### src/rtl/core/dnsrae_pkg.sv
// ----------------------------------------------------------------------------
// dnsrae_pkg
// Shared constants for the DNS reply answer extractor: item kinds, status
// codes, DNS header field codes and size limits.
// ----------------------------------------------------------------------------
package dnsrae_pkg;

    // item kinds on the input channel
    localparam logic KIND_START = 1'b0;
    localparam logic KIND_BYTE  = 1'b1;

    // result status codes
    localparam logic [1:0] ST_RESOLVED = 2'd0;
    localparam logic [1:0] ST_NO_DATA  = 2'd1;
    localparam logic [1:0] ST_RCODE    = 2'd2;
    localparam logic [1:0] ST_REJECT   = 2'd3;

    // dns header codes
    localparam logic [3:0] RCODE_NOERROR  = 4'd0;
    localparam logic [3:0] RCODE_NXDOMAIN = 4'd3;
    localparam logic [7:0] QR_MASK        = 8'h80;
    localparam logic [7:0] RCODE_MASK     = 8'h0F;
    localparam logic [7:0] PTR_MASK       = 8'hC0;
    localparam logic [15:0] TYPE_AAAA     = 16'd28;
    localparam logic [15:0] ADDR6_BYTES   = 16'd16;
    localparam logic [15:0] ADDR4_BYTES   = 16'd4;

    // sizes
    localparam int unsigned HEADER_BYTES     = 12;
    localparam int unsigned MAX_REPLY_BYTES_DEF = 512;
    localparam int unsigned LEN_W            = 10;

endpackage

### src/rtl/core/dns_response_answer_extractor.sv
// ----------------------------------------------------------------------------
// dns_response_answer_extractor
// Checks a DNS reply streamed one byte per word and returns the first address
// record of the requested type, or the reason no address was found.
// ----------------------------------------------------------------------------
// A start word loads the query ID, the wanted record type and the reply length
// (lengths above MAX_REPLY_BYTES are cut to it); byte words then carry the reply.
// The parser handles each word in a single pass, updating its counters and
// field registers together; s_ready stays high every cycle except while a
// result sits in the output register with m_ready low. One result word comes
// out the cycle after the last reply byte is taken (or after a start word with
// length zero); byte words that arrive with no reply open are dropped, and a
// start word in mid-reply abandons the old reply without a result.
module dns_response_answer_extractor
    import dnsrae_pkg::*;
#(
    parameter int unsigned MAX_REPLY_BYTES = MAX_REPLY_BYTES_DEF
) (
    input  logic        aclk,
    input  logic        aresetn,

    input  logic        s_valid,
    output logic        s_ready,
    input  logic        s_kind,
    input  logic [15:0] s_query_id,
    input  logic [15:0] s_query_type,
    input  logic [9:0]  s_reply_length,
    input  logic [7:0]  s_reply_byte,

    output logic        m_valid,
    input  logic        m_ready,
    output logic [1:0]  m_status,
    output logic [4:0]  m_answer_length,
    output logic [63:0] m_address_high,
    output logic [63:0] m_address_low
);

    localparam int unsigned LEN_MAX = (1 << LEN_W) - 1;
    localparam int unsigned CAP_INT = (MAX_REPLY_BYTES > LEN_MAX) ? LEN_MAX : MAX_REPLY_BYTES;
    localparam logic [LEN_W-1:0] LEN_CAP = LEN_W'(CAP_INT);
    localparam logic [LEN_W-1:0] HDR_LEN = LEN_W'(HEADER_BYTES);

    typedef enum logic [3:0] {
        PH_IDLE, PH_HDR, PH_QNAME, PH_OWN1, PH_OWNR,
        PH_RHDR, PH_RDATA, PH_DONE, PH_REJECT
    } phase_t;

    phase_t             phase_reg, phase_next;
    logic [LEN_W-1:0]   byte_pos_reg, byte_pos_next;
    logic [LEN_W-1:0]   total_len_reg, total_len_next;
    logic [LEN_W-1:0]   field_pos_reg, field_pos_next;
    logic [15:0]        expected_id_reg, expected_id_next;
    logic [15:0]        wanted_type_reg, wanted_type_next;
    logic [15:0]        recv_id_reg, recv_id_next;
    logic [3:0]         rcode_reg, rcode_next;
    logic [15:0]        answers_left_reg, answers_left_next;
    logic [15:0]        rec_type_reg, rec_type_next;
    logic [15:0]        rdlen_reg, rdlen_next;
    logic [127:0]       addr_buf_reg, addr_buf_next;
    logic               found_reg, found_next;

    logic               m_valid_reg, m_valid_next;
    logic [1:0]         m_status_reg, m_status_next;
    logic [4:0]         m_answer_length_reg, m_answer_length_next;
    logic [63:0]        m_address_high_reg, m_address_high_next;
    logic [63:0]        m_address_low_reg, m_address_low_next;

    logic               accept;
    logic [LEN_W-1:0]   len_clamped;
    logic [LEN_W-1:0]   offset;
    logic               past_field;
    logic [7:0]         b;
    logic [15:0]        want_len;
    logic [3:0]         byte_sel;
    logic               jump_en;
    phase_t             jump_ph;
    logic [16:0]        jump_pos;
    logic               ans_start;
    logic [16:0]        ans_pos;
    logic               emit_en;
    logic               emit_ok;
    logic [1:0]         emit_status;

    assign accept      = s_valid & s_ready;
    assign s_ready     = ~m_valid_reg | m_ready;
    assign len_clamped = (s_reply_length > LEN_CAP) ? LEN_CAP : s_reply_length;
    assign offset      = byte_pos_reg - field_pos_reg;
    assign past_field  = byte_pos_reg >= field_pos_reg;
    assign b           = s_reply_byte;
    assign want_len    = (wanted_type_reg == TYPE_AAAA) ? ADDR6_BYTES : ADDR4_BYTES;
    assign byte_sel    = 4'd15 - offset[3:0];

    always_comb begin
        phase_next        = phase_reg;
        byte_pos_next     = byte_pos_reg;
        total_len_next    = total_len_reg;
        field_pos_next    = field_pos_reg;
        expected_id_next  = expected_id_reg;
        wanted_type_next  = wanted_type_reg;
        recv_id_next      = recv_id_reg;
        rcode_next        = rcode_reg;
        answers_left_next = answers_left_reg;
        rec_type_next     = rec_type_reg;
        rdlen_next        = rdlen_reg;
        addr_buf_next     = addr_buf_reg;
        found_next        = found_reg;
        jump_en           = 1'b0;
        jump_ph           = PH_DONE;
        jump_pos          = '0;
        ans_start         = 1'b0;
        ans_pos           = '0;
        emit_en           = 1'b0;
        emit_ok           = 1'b0;
        emit_status       = ST_REJECT;

        if (accept && s_kind == KIND_START) begin
            byte_pos_next     = '0;
            field_pos_next    = '0;
            recv_id_next      = '0;
            rcode_next        = '0;
            answers_left_next = '0;
            rec_type_next     = '0;
            rdlen_next        = '0;
            addr_buf_next     = '0;
            found_next        = 1'b0;
            expected_id_next  = s_query_id;
            wanted_type_next  = s_query_type;
            total_len_next    = len_clamped;
            if (len_clamped == '0) begin
                phase_next  = PH_IDLE;
                emit_en     = 1'b1;
                emit_status = ST_REJECT;
            end else begin
                phase_next = PH_HDR;
            end
        end else if (accept && phase_reg != PH_IDLE) begin
            case (phase_reg)
                PH_HDR: begin
                    case (byte_pos_reg)
                        10'd0:  recv_id_next = {b, 8'h00};
                        10'd1:  recv_id_next = {recv_id_reg[15:8], b};
                        10'd2:  if ((b & QR_MASK) == 8'h00) phase_next = PH_REJECT;
                        10'd3:  rcode_next = 4'(b & RCODE_MASK);
                        10'd6:  answers_left_next = {b, 8'h00};
                        10'd7:  answers_left_next = {answers_left_reg[15:8], b};
                        10'd11: begin
                            if (recv_id_reg != expected_id_reg) begin
                                phase_next = PH_REJECT;
                            end else if (rcode_reg != RCODE_NOERROR) begin
                                phase_next = PH_DONE;
                            end else begin
                                jump_en  = 1'b1;
                                jump_ph  = PH_QNAME;
                                jump_pos = 17'(HEADER_BYTES);
                            end
                        end
                        default: ;
                    endcase
                end
                PH_QNAME: begin
                    if (byte_pos_reg == field_pos_reg) begin
                        if (b == 8'h00) begin
                            ans_start = 1'b1;
                            ans_pos   = 17'(byte_pos_reg) + 17'd5;
                        end else if ((b & PTR_MASK) == PTR_MASK) begin
                            ans_start = 1'b1;
                            ans_pos   = 17'(byte_pos_reg) + 17'd6;
                        end else begin
                            jump_en  = 1'b1;
                            jump_ph  = PH_QNAME;
                            jump_pos = 17'(byte_pos_reg) + 17'd1 + 17'(b);
                        end
                    end
                end
                PH_OWN1: begin
                    if (byte_pos_reg == field_pos_reg) begin
                        jump_en = 1'b1;
                        if ((b & PTR_MASK) == PTR_MASK) begin
                            jump_ph  = PH_RHDR;
                            jump_pos = 17'(byte_pos_reg) + 17'd2;
                        end else if (b == 8'h00) begin
                            jump_ph  = PH_RHDR;
                            jump_pos = 17'(byte_pos_reg) + 17'd1;
                        end else begin
                            jump_ph  = PH_OWNR;
                            jump_pos = 17'(byte_pos_reg) + 17'd1 + 17'(b);
                        end
                    end
                end
                PH_OWNR: begin
                    if (byte_pos_reg == field_pos_reg) begin
                        jump_en = 1'b1;
                        if (b == 8'h00) begin
                            jump_ph  = PH_RHDR;
                            jump_pos = 17'(byte_pos_reg) + 17'd1;
                        end else begin
                            jump_ph  = PH_OWNR;
                            jump_pos = 17'(byte_pos_reg) + 17'd1 + 17'(b);
                        end
                    end
                end
                PH_RHDR: begin
                    if (past_field) begin
                        case (offset)
                            10'd0: rec_type_next = {b, 8'h00};
                            10'd1: rec_type_next = {rec_type_reg[15:8], b};
                            10'd8: rdlen_next = {b, 8'h00};
                            10'd9: begin
                                rdlen_next = {rdlen_reg[15:8], b};
                                if (rec_type_reg == wanted_type_reg
                                        && {rdlen_reg[15:8], b} == want_len) begin
                                    addr_buf_next = '0;
                                    jump_en  = 1'b1;
                                    jump_ph  = PH_RDATA;
                                    jump_pos = 17'(byte_pos_reg) + 17'd1;
                                end else begin
                                    answers_left_next = answers_left_reg - 16'd1;
                                    ans_start = 1'b1;
                                    ans_pos   = 17'(byte_pos_reg) + 17'd1
                                              + 17'({rdlen_reg[15:8], b});
                                end
                            end
                            default: ;
                        endcase
                    end
                end
                PH_RDATA: begin
                    if (past_field) begin
                        if (offset < 10'd16) begin
                            addr_buf_next[{byte_sel, 3'b000} +: 8] = b;
                        end
                        if (17'(offset) + 17'd1 >= 17'(rdlen_reg)) begin
                            found_next = 1'b1;
                            phase_next = PH_DONE;
                        end
                    end
                end
                default: ;
            endcase

            // next answer record, if any are left
            if (ans_start) begin
                if (answers_left_next == 16'd0) begin
                    phase_next = PH_DONE;
                end else begin
                    jump_en  = 1'b1;
                    jump_ph  = PH_OWN1;
                    jump_pos = ans_pos;
                end
            end
            // a field that starts past the reply ends parsing
            if (jump_en) begin
                if (jump_pos >= 17'(total_len_reg)) begin
                    phase_next = PH_DONE;
                end else begin
                    phase_next     = jump_ph;
                    field_pos_next = jump_pos[LEN_W-1:0];
                end
            end

            byte_pos_next = byte_pos_reg + 10'd1;
            if (byte_pos_next >= total_len_reg) begin
                emit_en = 1'b1;
                if (total_len_reg < HDR_LEN || phase_next == PH_REJECT) begin
                    emit_status = ST_REJECT;
                end else if (rcode_next == RCODE_NXDOMAIN) begin
                    emit_status = ST_NO_DATA;
                end else if (rcode_next == RCODE_NOERROR) begin
                    emit_ok     = found_next;
                    emit_status = found_next ? ST_RESOLVED : ST_NO_DATA;
                end else begin
                    emit_status = ST_RCODE;
                end
                phase_next = PH_IDLE;
            end
        end
    end

    always_comb begin
        m_valid_next         = m_valid_reg;
        m_status_next        = m_status_reg;
        m_answer_length_next = m_answer_length_reg;
        m_address_high_next  = m_address_high_reg;
        m_address_low_next   = m_address_low_reg;
        if (emit_en) begin
            m_valid_next         = 1'b1;
            m_status_next        = emit_status;
            m_answer_length_next = emit_ok ? rdlen_next[4:0] : 5'd0;
            m_address_high_next  = emit_ok ? addr_buf_next[127:64] : 64'd0;
            m_address_low_next   = emit_ok ? addr_buf_next[63:0] : 64'd0;
        end else if (m_ready) begin
            m_valid_next = 1'b0;
        end
    end

    always_ff @(posedge aclk) begin
        if (!aresetn) begin
            phase_reg        <= PH_IDLE;
            byte_pos_reg     <= '0;
            total_len_reg    <= '0;
            field_pos_reg    <= '0;
            expected_id_reg  <= '0;
            wanted_type_reg  <= '0;
            recv_id_reg      <= '0;
            rcode_reg        <= '0;
            answers_left_reg <= '0;
            rec_type_reg     <= '0;
            rdlen_reg        <= '0;
            addr_buf_reg     <= '0;
            found_reg        <= 1'b0;
            m_valid_reg      <= 1'b0;
        end else begin
            phase_reg        <= phase_next;
            byte_pos_reg     <= byte_pos_next;
            total_len_reg    <= total_len_next;
            field_pos_reg    <= field_pos_next;
            expected_id_reg  <= expected_id_next;
            wanted_type_reg  <= wanted_type_next;
            recv_id_reg      <= recv_id_next;
            rcode_reg        <= rcode_next;
            answers_left_reg <= answers_left_next;
            rec_type_reg     <= rec_type_next;
            rdlen_reg        <= rdlen_next;
            addr_buf_reg     <= addr_buf_next;
            found_reg        <= found_next;
            m_valid_reg      <= m_valid_next;
        end
        m_status_reg        <= m_status_next;
        m_answer_length_reg <= m_answer_length_next;
        m_address_high_reg  <= m_address_high_next;
        m_address_low_reg   <= m_address_low_next;
    end

    assign m_valid         = m_valid_reg;
    assign m_status        = m_status_reg;
    assign m_answer_length = m_answer_length_reg;
    assign m_address_high  = m_address_high_reg;
    assign m_address_low   = m_address_low_reg;

`ifndef SYNTHESIS
    // only a resolved result carries address data
    a_unresolved_empty: assert property (@(posedge aclk) disable iff (!aresetn)
        m_valid && m_status != ST_RESOLVED
            |-> m_answer_length == 5'd0 && m_address_high == 64'd0
                && m_address_low == 64'd0)
        else $error("unresolved result carries address data");

    // a resolved result is a v4 or v6 address
    a_resolved_len: assert property (@(posedge aclk) disable iff (!aresetn)
        m_valid && m_status == ST_RESOLVED
            |-> (m_answer_length == 5'd16)
                || (m_answer_length == 5'd4 && m_address_low == 64'd0
                    && m_address_high[31:0] == 32'd0))
        else $error("resolved result has bad address length");

    // an empty reply is rejected on the next cycle
    a_empty_reply: assert property (@(posedge aclk) disable iff (!aresetn)
        s_valid && s_ready && s_kind == KIND_START && s_reply_length == 10'd0
            |=> m_valid && m_status == ST_REJECT)
        else $error("empty reply not rejected");

    // capture only runs on a matching record that is not yet found
    a_rdata_unfound: assert property (@(posedge aclk) disable iff (!aresetn)
        phase_reg == PH_RDATA |-> !found_reg && rec_type_reg == wanted_type_reg)
        else $error("address capture in wrong context");
`endif

endmodule

### config.mk
export PLATFORM = sky130hd
export DESIGN_NAME = dns_response_answer_extractor
export DESIGN_NICKNAME = d
export VERILOG_FILES = /design/src/rtl/core/dnsrae_pkg.sv /design/src/rtl/core/dns_response_answer_extractor.sv
export SDC_FILE = /design/constraint.sdc
export NUM_CORES = 1
export LEC_CHECK = 0
export BUFFER_PORTS_ARGS = -buffer_cell sky130_fd_sc_hd__clkbuf_2
export CORE_AREA = 2 2 196 342
export DETAILED_ROUTE_END_ITERATION = 6
export DIE_AREA = 0 0 198 344
export PLACE_DENSITY_LB_ADDON = 0.25
export SLEW_MARGIN = 20
export SYNTH_ARGS = -nofsm -noshare
export SYNTH_HDL_FRONTEND = slang
export SYNTH_SLANG_ARGS = --single-unit
export TNS_END_PERCENT = 5
### constraint.sdc
create_clock -name aclk -period 13.4 [get_ports aclk]
set_clock_uncertainty 0.1 [all_clocks]
set_input_delay 2.68 -clock aclk [delete_from_list [all_inputs] [get_ports aclk]]
set_output_delay 2.68 -clock aclk [all_outputs]
set_load 0.02 [all_outputs]
After elaboration in Yosys (flattened, before gate mapping)
Cells that the tools add are included.

Add/subtract/negate cells: 12. $mul: 0. Divide/modulo/power cells: 0. Magnitude comparators: 7. Equal/unequal tests: 23. Shift-type cells: 2. Mux-type cells: 131. Bitwise operators: 11. Reductions and logical operators: 29.

Operators by type and width (count): $mux W128 (7); $pmux W128 S2 (1); $mux W17 (14); $pmux W16 S2 (5); $bwmux W128 (1); $shift A8 B9 Y128 const A (1); $shiftx A8 B9 Y128 (1); $mux W4 (24); $pmux W17 S5 (1); $mux W16 (5); $mux W11 (6); $mux W1 (46); $pmux W17 S2 (1); $eq A10 B4 Y1 const B (3); $logic_not A10 Y1 (3); $mux W5 (5); $add A10 B1 Y11 const B (2); $add A10 B3 Y11 const B (2); $eq A10 B1 Y1 const B (2); $eq A10 B2 Y1 const B (2); $eq A10 B3 Y1 const B (2); $ge A10 B10 Y1 (2); $pmux W4 S5 (1); $mux W3 (6); other kinds (44) (72).

Register bits after elaboration: 399. Latch bits: 0. RAM bits: 0. Memory bits (read-only): 0. Output and inout bits: 137. Memories: 0.

Longest topological paths before layout
Word-level depth: 26. Gate-level depth with buffers: 33. Gate-level depth less buffers: 28.

Worst setup path after synthesis
No wires, ideal clock.

Kind: input-to-reg. Start point: input m_ready. End point: register m_address_high_reg[0] (netlist: m_address_high[0]) (enable). Library setup time: 831 ps. Arrival: 13555 ps. Slack: -1086 ps. Stages: 7. Path buffers: 2. Path through: nor2b_1 > inv_1 > nand2_1 > a21o_1 > clkbuf_1 > clkbuf_1 > o31ai_1.

Cells in the longest elaborated chain, start to end: 5. Elaborated cells on any way between the ends: 6. Classes of those cells: 2 x mux; 2 x bitwise; 2 x reduce/logical.

RTL lines: start, declared (line dns_response_answer_extractor.sv:31) `input logic m_ready,`; $or A1 B1 Y1 (*) (line dns_response_answer_extractor.sv:85) `assign s_ready = ~m_valid_reg | m_ready;`; net s_ready (line dns_response_answer_extractor.sv:23) `output logic s_ready,`; $and A1 B1 Y1 (*) (line dns_response_answer_extractor.sv:84) `assign accept = s_valid & s_ready;`; $logic_and A1 B1 Y1 (line dns_response_answer_extractor.sv:136) `end else if (accept && phase_reg != PH_IDLE) begin`; $mux W1 (line dns_response_answer_extractor.sv:136); $mux W1 (*) (line dns_response_answer_extractor.sv:116) `if (accept && s_kind == KIND_START) begin`; net emit_en (line dns_response_answer_extractor.sv:80) `logic emit_en;`; end signal, assigned (line dns_response_answer_extractor.sv:330) `m_address_high_reg <= m_address_high_next;`; end, declared (line dns_response_answer_extractor.sv:65) `logic [63:0] m_address_high_reg, m_address_high_next;`.

The timed path passes the listed nets; every way through them passes the cells marked *. A chain may end at the register's enable or synchronous reset.

Final worst setup path
Start point: input s_reply_byte[5]. End point: register m_address_low_reg[50] (netlist: m_address_low[50]) (data pin).

Cells in the longest elaborated chain, start to end: 24. Elaborated cells on any way between the ends: 87. Classes of those cells: 2 x add/sub; 1 x order compare; 2 x eq/ne; 1 x shift; 77 x mux; 4 x reduce/logical.

RTL lines: start, declared (line dns_response_answer_extractor.sv:28) `input logic [7:0] s_reply_byte,`; $eq A16 B5 Y1 (line dns_response_answer_extractor.sv:211) `&& {rdlen_reg[15:8], b} == want_len) begin`; $logic_and A1 B1 Y1 (line dns_response_answer_extractor.sv:211); $mux W16 (line dns_response_answer_extractor.sv:210) `if (rec_type_reg == wanted_type_reg`; $mux W16 (line dns_response_answer_extractor.sv:204) `case (offset)`; $mux W16 (line dns_response_answer_extractor.sv:203) `if (past_field) begin`; $pmux W16 S2 (line dns_response_answer_extractor.sv:137) `case (phase_reg)`; $mux W16 (line dns_response_answer_extractor.sv:136); $mux W16 (line dns_response_answer_extractor.sv:116); [... 8 more ...]; $mux W4 (line dns_response_answer_extractor.sv:136); $mux W4 (line dns_response_answer_extractor.sv:116); $eq A4 B4 Y1 (line dns_response_answer_extractor.sv:264) `if (total_len_reg < HDR_LEN || phase_next == PH_REJECT) begin`; $logic_or A1 B1 Y1 (line dns_response_answer_extractor.sv:264); $mux W1 (line dns_response_answer_extractor.sv:264); $mux W1 (line dns_response_answer_extractor.sv:262) `if (byte_pos_next >= total_len_reg) begin`; $mux W1 (line dns_response_answer_extractor.sv:136); $mux W1 (line dns_response_answer_extractor.sv:116); end signal, assigned (line dns_response_answer_extractor.sv:331) `m_address_low_reg <= m_address_low_next;`; end, declared (line dns_response_answer_extractor.sv:66) `logic [63:0] m_address_low_reg, m_address_low_next;`.

Several ways; a longest one is shown, not always the timed one. The select of a mux whose other input is x is not followed.

==> impl_metrics.env <==
export IMPL_clkLatencyLatePin_ps=570
export IMPL_dr_wl_met3_mm=3.27
export IMPL_hpwlAfterDp_mm=50.0
export IMPL_multi_input_area_um2=9350
export IMPL_setup_viol=0
export IMPL_first_global_vias=17000
export IMPL_io_pins=192
export IMPL_fp_dieW_um=198
export IMPL_fin_nets=2389
export IMPL_gp_congestion=0.929
export IMPL_cp_start_kind="input pin"
export IMPL_worstSetupEndpointType="register"
export IMPL_ir_worst_vdd_uv=93.4
export IMPL_min_delay_worst_endpoint="field_pos_reg[8]"
export IMPL_initial_core_util_pct=29.7
export IMPL_r2r_end="m_address_low[50]"
export IMPL_core_area_um2=65300
export IMPL_crit_reg2reg_launch="byte_pos_reg[6]"
export IMPL_synth_ff_type="dfxtp_1"
export IMPL_seqCellArea_um2=9340
export IMPL_ant_nets=0
export IMPL_seq_area_frac_synth_pct=48.1
export IMPL_synth_distinct_cells=70
export IMPL_die_area_um2=68100
export IMPL_synth_avg_cell_area_um2=9.04
export IMPL_netlist_area_um2=19400
export IMPL_fillers=6788
export IMPL_synth_seq_cells=399
export IMPL_drt_met1_wl_mm=25.9
export IMPL_grt_total_usage_pct=20.1
export IMPL_hold_start="field_pos_reg[8]"
export IMPL_maxCapViolations=0
export IMPL_crit_required_ps=13550
export IMPL_root_buffer="clkbuf_16"
export IMPL_ys_async_sr_fraction_pct=0
export IMPL_syn2layout_area_growth_pct=16.7
export IMPL_wl_per_cell_um=21.9
export IMPL_synth_edf_count=135
export IMPL_totalWireLength_mm=69.8
export IMPL_fin_crit_ps=10080
export IMPL_dieHeight_um=344
export IMPL_wl_met2_mm=36.4
export IMPL_hold_buffers=0
export IMPL_largest_reg_flops=128
export IMPL_yosys_warnings=0
export IMPL_status="complete, no violations"
export IMPL_clkSinkCount=399
export IMPL_top_layer="met4"
export IMPL_drcViolationCount=0
export IMPL_antenna_found_initial=1
export IMPL_leakage_nw=8.14
export IMPL_final_setup_tns_ps=0
export IMPL_utilization_pct=34.6
export IMPL_final_common_cell="nor2_1"
export IMPL_cts_setup_buffers=0
export IMPL_drtIter0Drc=1222
export IMPL_ctsHtreeMaxLevel=2
export IMPL_tightest_slew_ps=1230
export IMPL_via_per_inst=5.36
export IMPL_slew_headroom_pct=17.4
export IMPL_cts_resized_gates=0
export IMPL_drv_slew=0
export IMPL_r2r_cells=24
export IMPL_rrSetupSlack_ps=3670
export IMPL_gr_total_overflow=0
export IMPL_cp_max_fo=135
export IMPL_critPathArrivalTime_ps=10230
export IMPL_syn_nets=2268
export IMPL_vias=17100
export IMPL_cts_reportedPaths_clkPinSlew_ps=60
export IMPL_fin_crit_sh_pct=75.2
export IMPL_drt_pass1_iterations=6
export IMPL_cts_tree="built"
export IMPL_hold_viol_final=0
export IMPL_hold_depth=2
export IMPL_grt_first_pass_wirelength_mm=104
export IMPL_fmax_mhz=99.2
export IMPL_final_cell_mix="nor2_1 (280), dfxtp_1 (264), nand2_1 (208), clkbuf_2 (191), nor3_1 (155)"
export IMPL_powerDensity_nw_per_um2=114
export IMPL_io_buffer_count=191
export IMPL_grt_max_degree=136
export IMPL_postSynthCellCount=2146
export IMPL_cts_max_path_buffers=3
export IMPL_crit_type="input pin to register"
export IMPL_cts_buffers=40
export IMPL_worstHoldPathType="register to register"
export IMPL_fp_row_count=124
export IMPL_rsz0062_at_grt="no"
export IMPL_drive_above_1_share_pct=13.7
==> cell usage after synthesis, drive strengths merged, types with 21 or more instances <==
cell | count | area, um^2
and3 | 21 | 131
o21ai | 97 | 485
nor4 | 44 | 275
inv | 57 | 214
a22oi | 136 | 1020
a21oi | 67 | 335
clkbuf | 133 | 499
edfxtp | 135 | 4050
xor2 | 22 | 193
nor3 | 161 | 816
nor2 | 282 | 1060
ha | 65 | 813
xnor2 | 54 | 473
a32oi | 30 | 263
nand3 | 40 | 200
a21boi | 37 | 278
dfxtp | 264 | 5290
nand2b | 23 | 144
nand2 | 209 | 785
==> worst max path at each step <==
| stage | start | to | slack [ps] | cells past startpoint |
|---|---|---|---|---|
| floorplan | m_ready | m_address_high[0] | 3190 | 7 |
| global placement | s_reply_byte[2] | m_address_low[50] | 2950 | 23 |
| detailed placement | s_reply_byte[2] | m_address_low[50] | 2900 | 23 |
| CTS | s_reply_byte[2] | m_address_low[50] | 3460 | 23 |
| global route | s_reply_byte[5] | m_address_low[50] | 2810 | 26 |
| finish | s_reply_byte[5] | m_address_low[50] | 3320 | 26 |
==> critical path, stage by stage <==
cell and delay (ps):
clkbuf_2 80, buf_4 300, nor4_1 330, nand2_1 140
nor3_1 250, nand3_1 310, nand3_1 310, nor3_2 70
buf_4 230, a221oi_1 370, nand3_1 170, or4_1 570
nor2_1 630, o21ai_0 510, ha_1 420, a21o_1 160
a21o_1 170, a21o_1 170, a2111oi_0 410, o21ai_0 210
a21o_1 250, nor3_1 190, a21oi_1 110, o41ai_4 420
buf_12 460, nor3_1 140
==> metrics by stage <==
stage / cells / hold slack [ps] / cell area, um^2 / power (mW) / setup WS (ps)
3_3_place_gp: 3106 / 343 / 21200 / 1.44 / 2950
3_5_place_dp: 3106 / 354 / 21200 / 1.44 / 2900
4_1_cts: 3180 / 369 / 22600 / 2.61 / 3460
5_1_grt: 3181 / 385 / 22600 / 2.67 / 2810
6_report: 3182 / 365 / 22600 / 2.58 / 3320
2_1_floorplan: 2146 / 331 / 19400 / 1.38 / 3190
==> logic make-up after synthesis <==
group | after synthesis | share of synthesized area [%]
simple gates | 883 | 21.2
compound gates | 497 | 17.7
flops | 399 | 48.1
buf+inv | 204 | 4.07
xor+xnor | 76 | 3.43
fa+ha+maj | 67 | 4.40
mux | 20 | 1.05
==> report_power, final <==
part	switching [mW]	total, mW	internal [mW]
Clock	0.490	1.17	0.677
Combinational	0.108	0.148	0.0405
Sequential	0.00876	1.27	1.26
Total	0.607	2.58	1.98
==> per-layer routing <==
| metal | global-route usage (%) | vias to the layer above |
|---|---|---|
| met5 | 0 | - |
| li1 | - | 8061 |
| met2 | 37.7 | 630 |
| met1 | 21.8 | 8194 |
| met3 | 2.00 | 171 |
| met4 | 11.7 | 0 |
==> cell type report <==
| type | instances | area share (%) |
|---|---|---|
| clock buffers | 58 | 5.23 |
| repair buffers | 226 | 5.53 |
| well taps | 882 | 4.88 |
| diodes | 1 | 0.0111 |
| multi-input cells | 1543 | 41.3 |
| inverters | 57 | 0.946 |
| flip-flops and latches | 399 | 41.3 |
| clock inverters | 16 | 0.818 |
No activity file was read; power rests on OpenSTA's default activity.
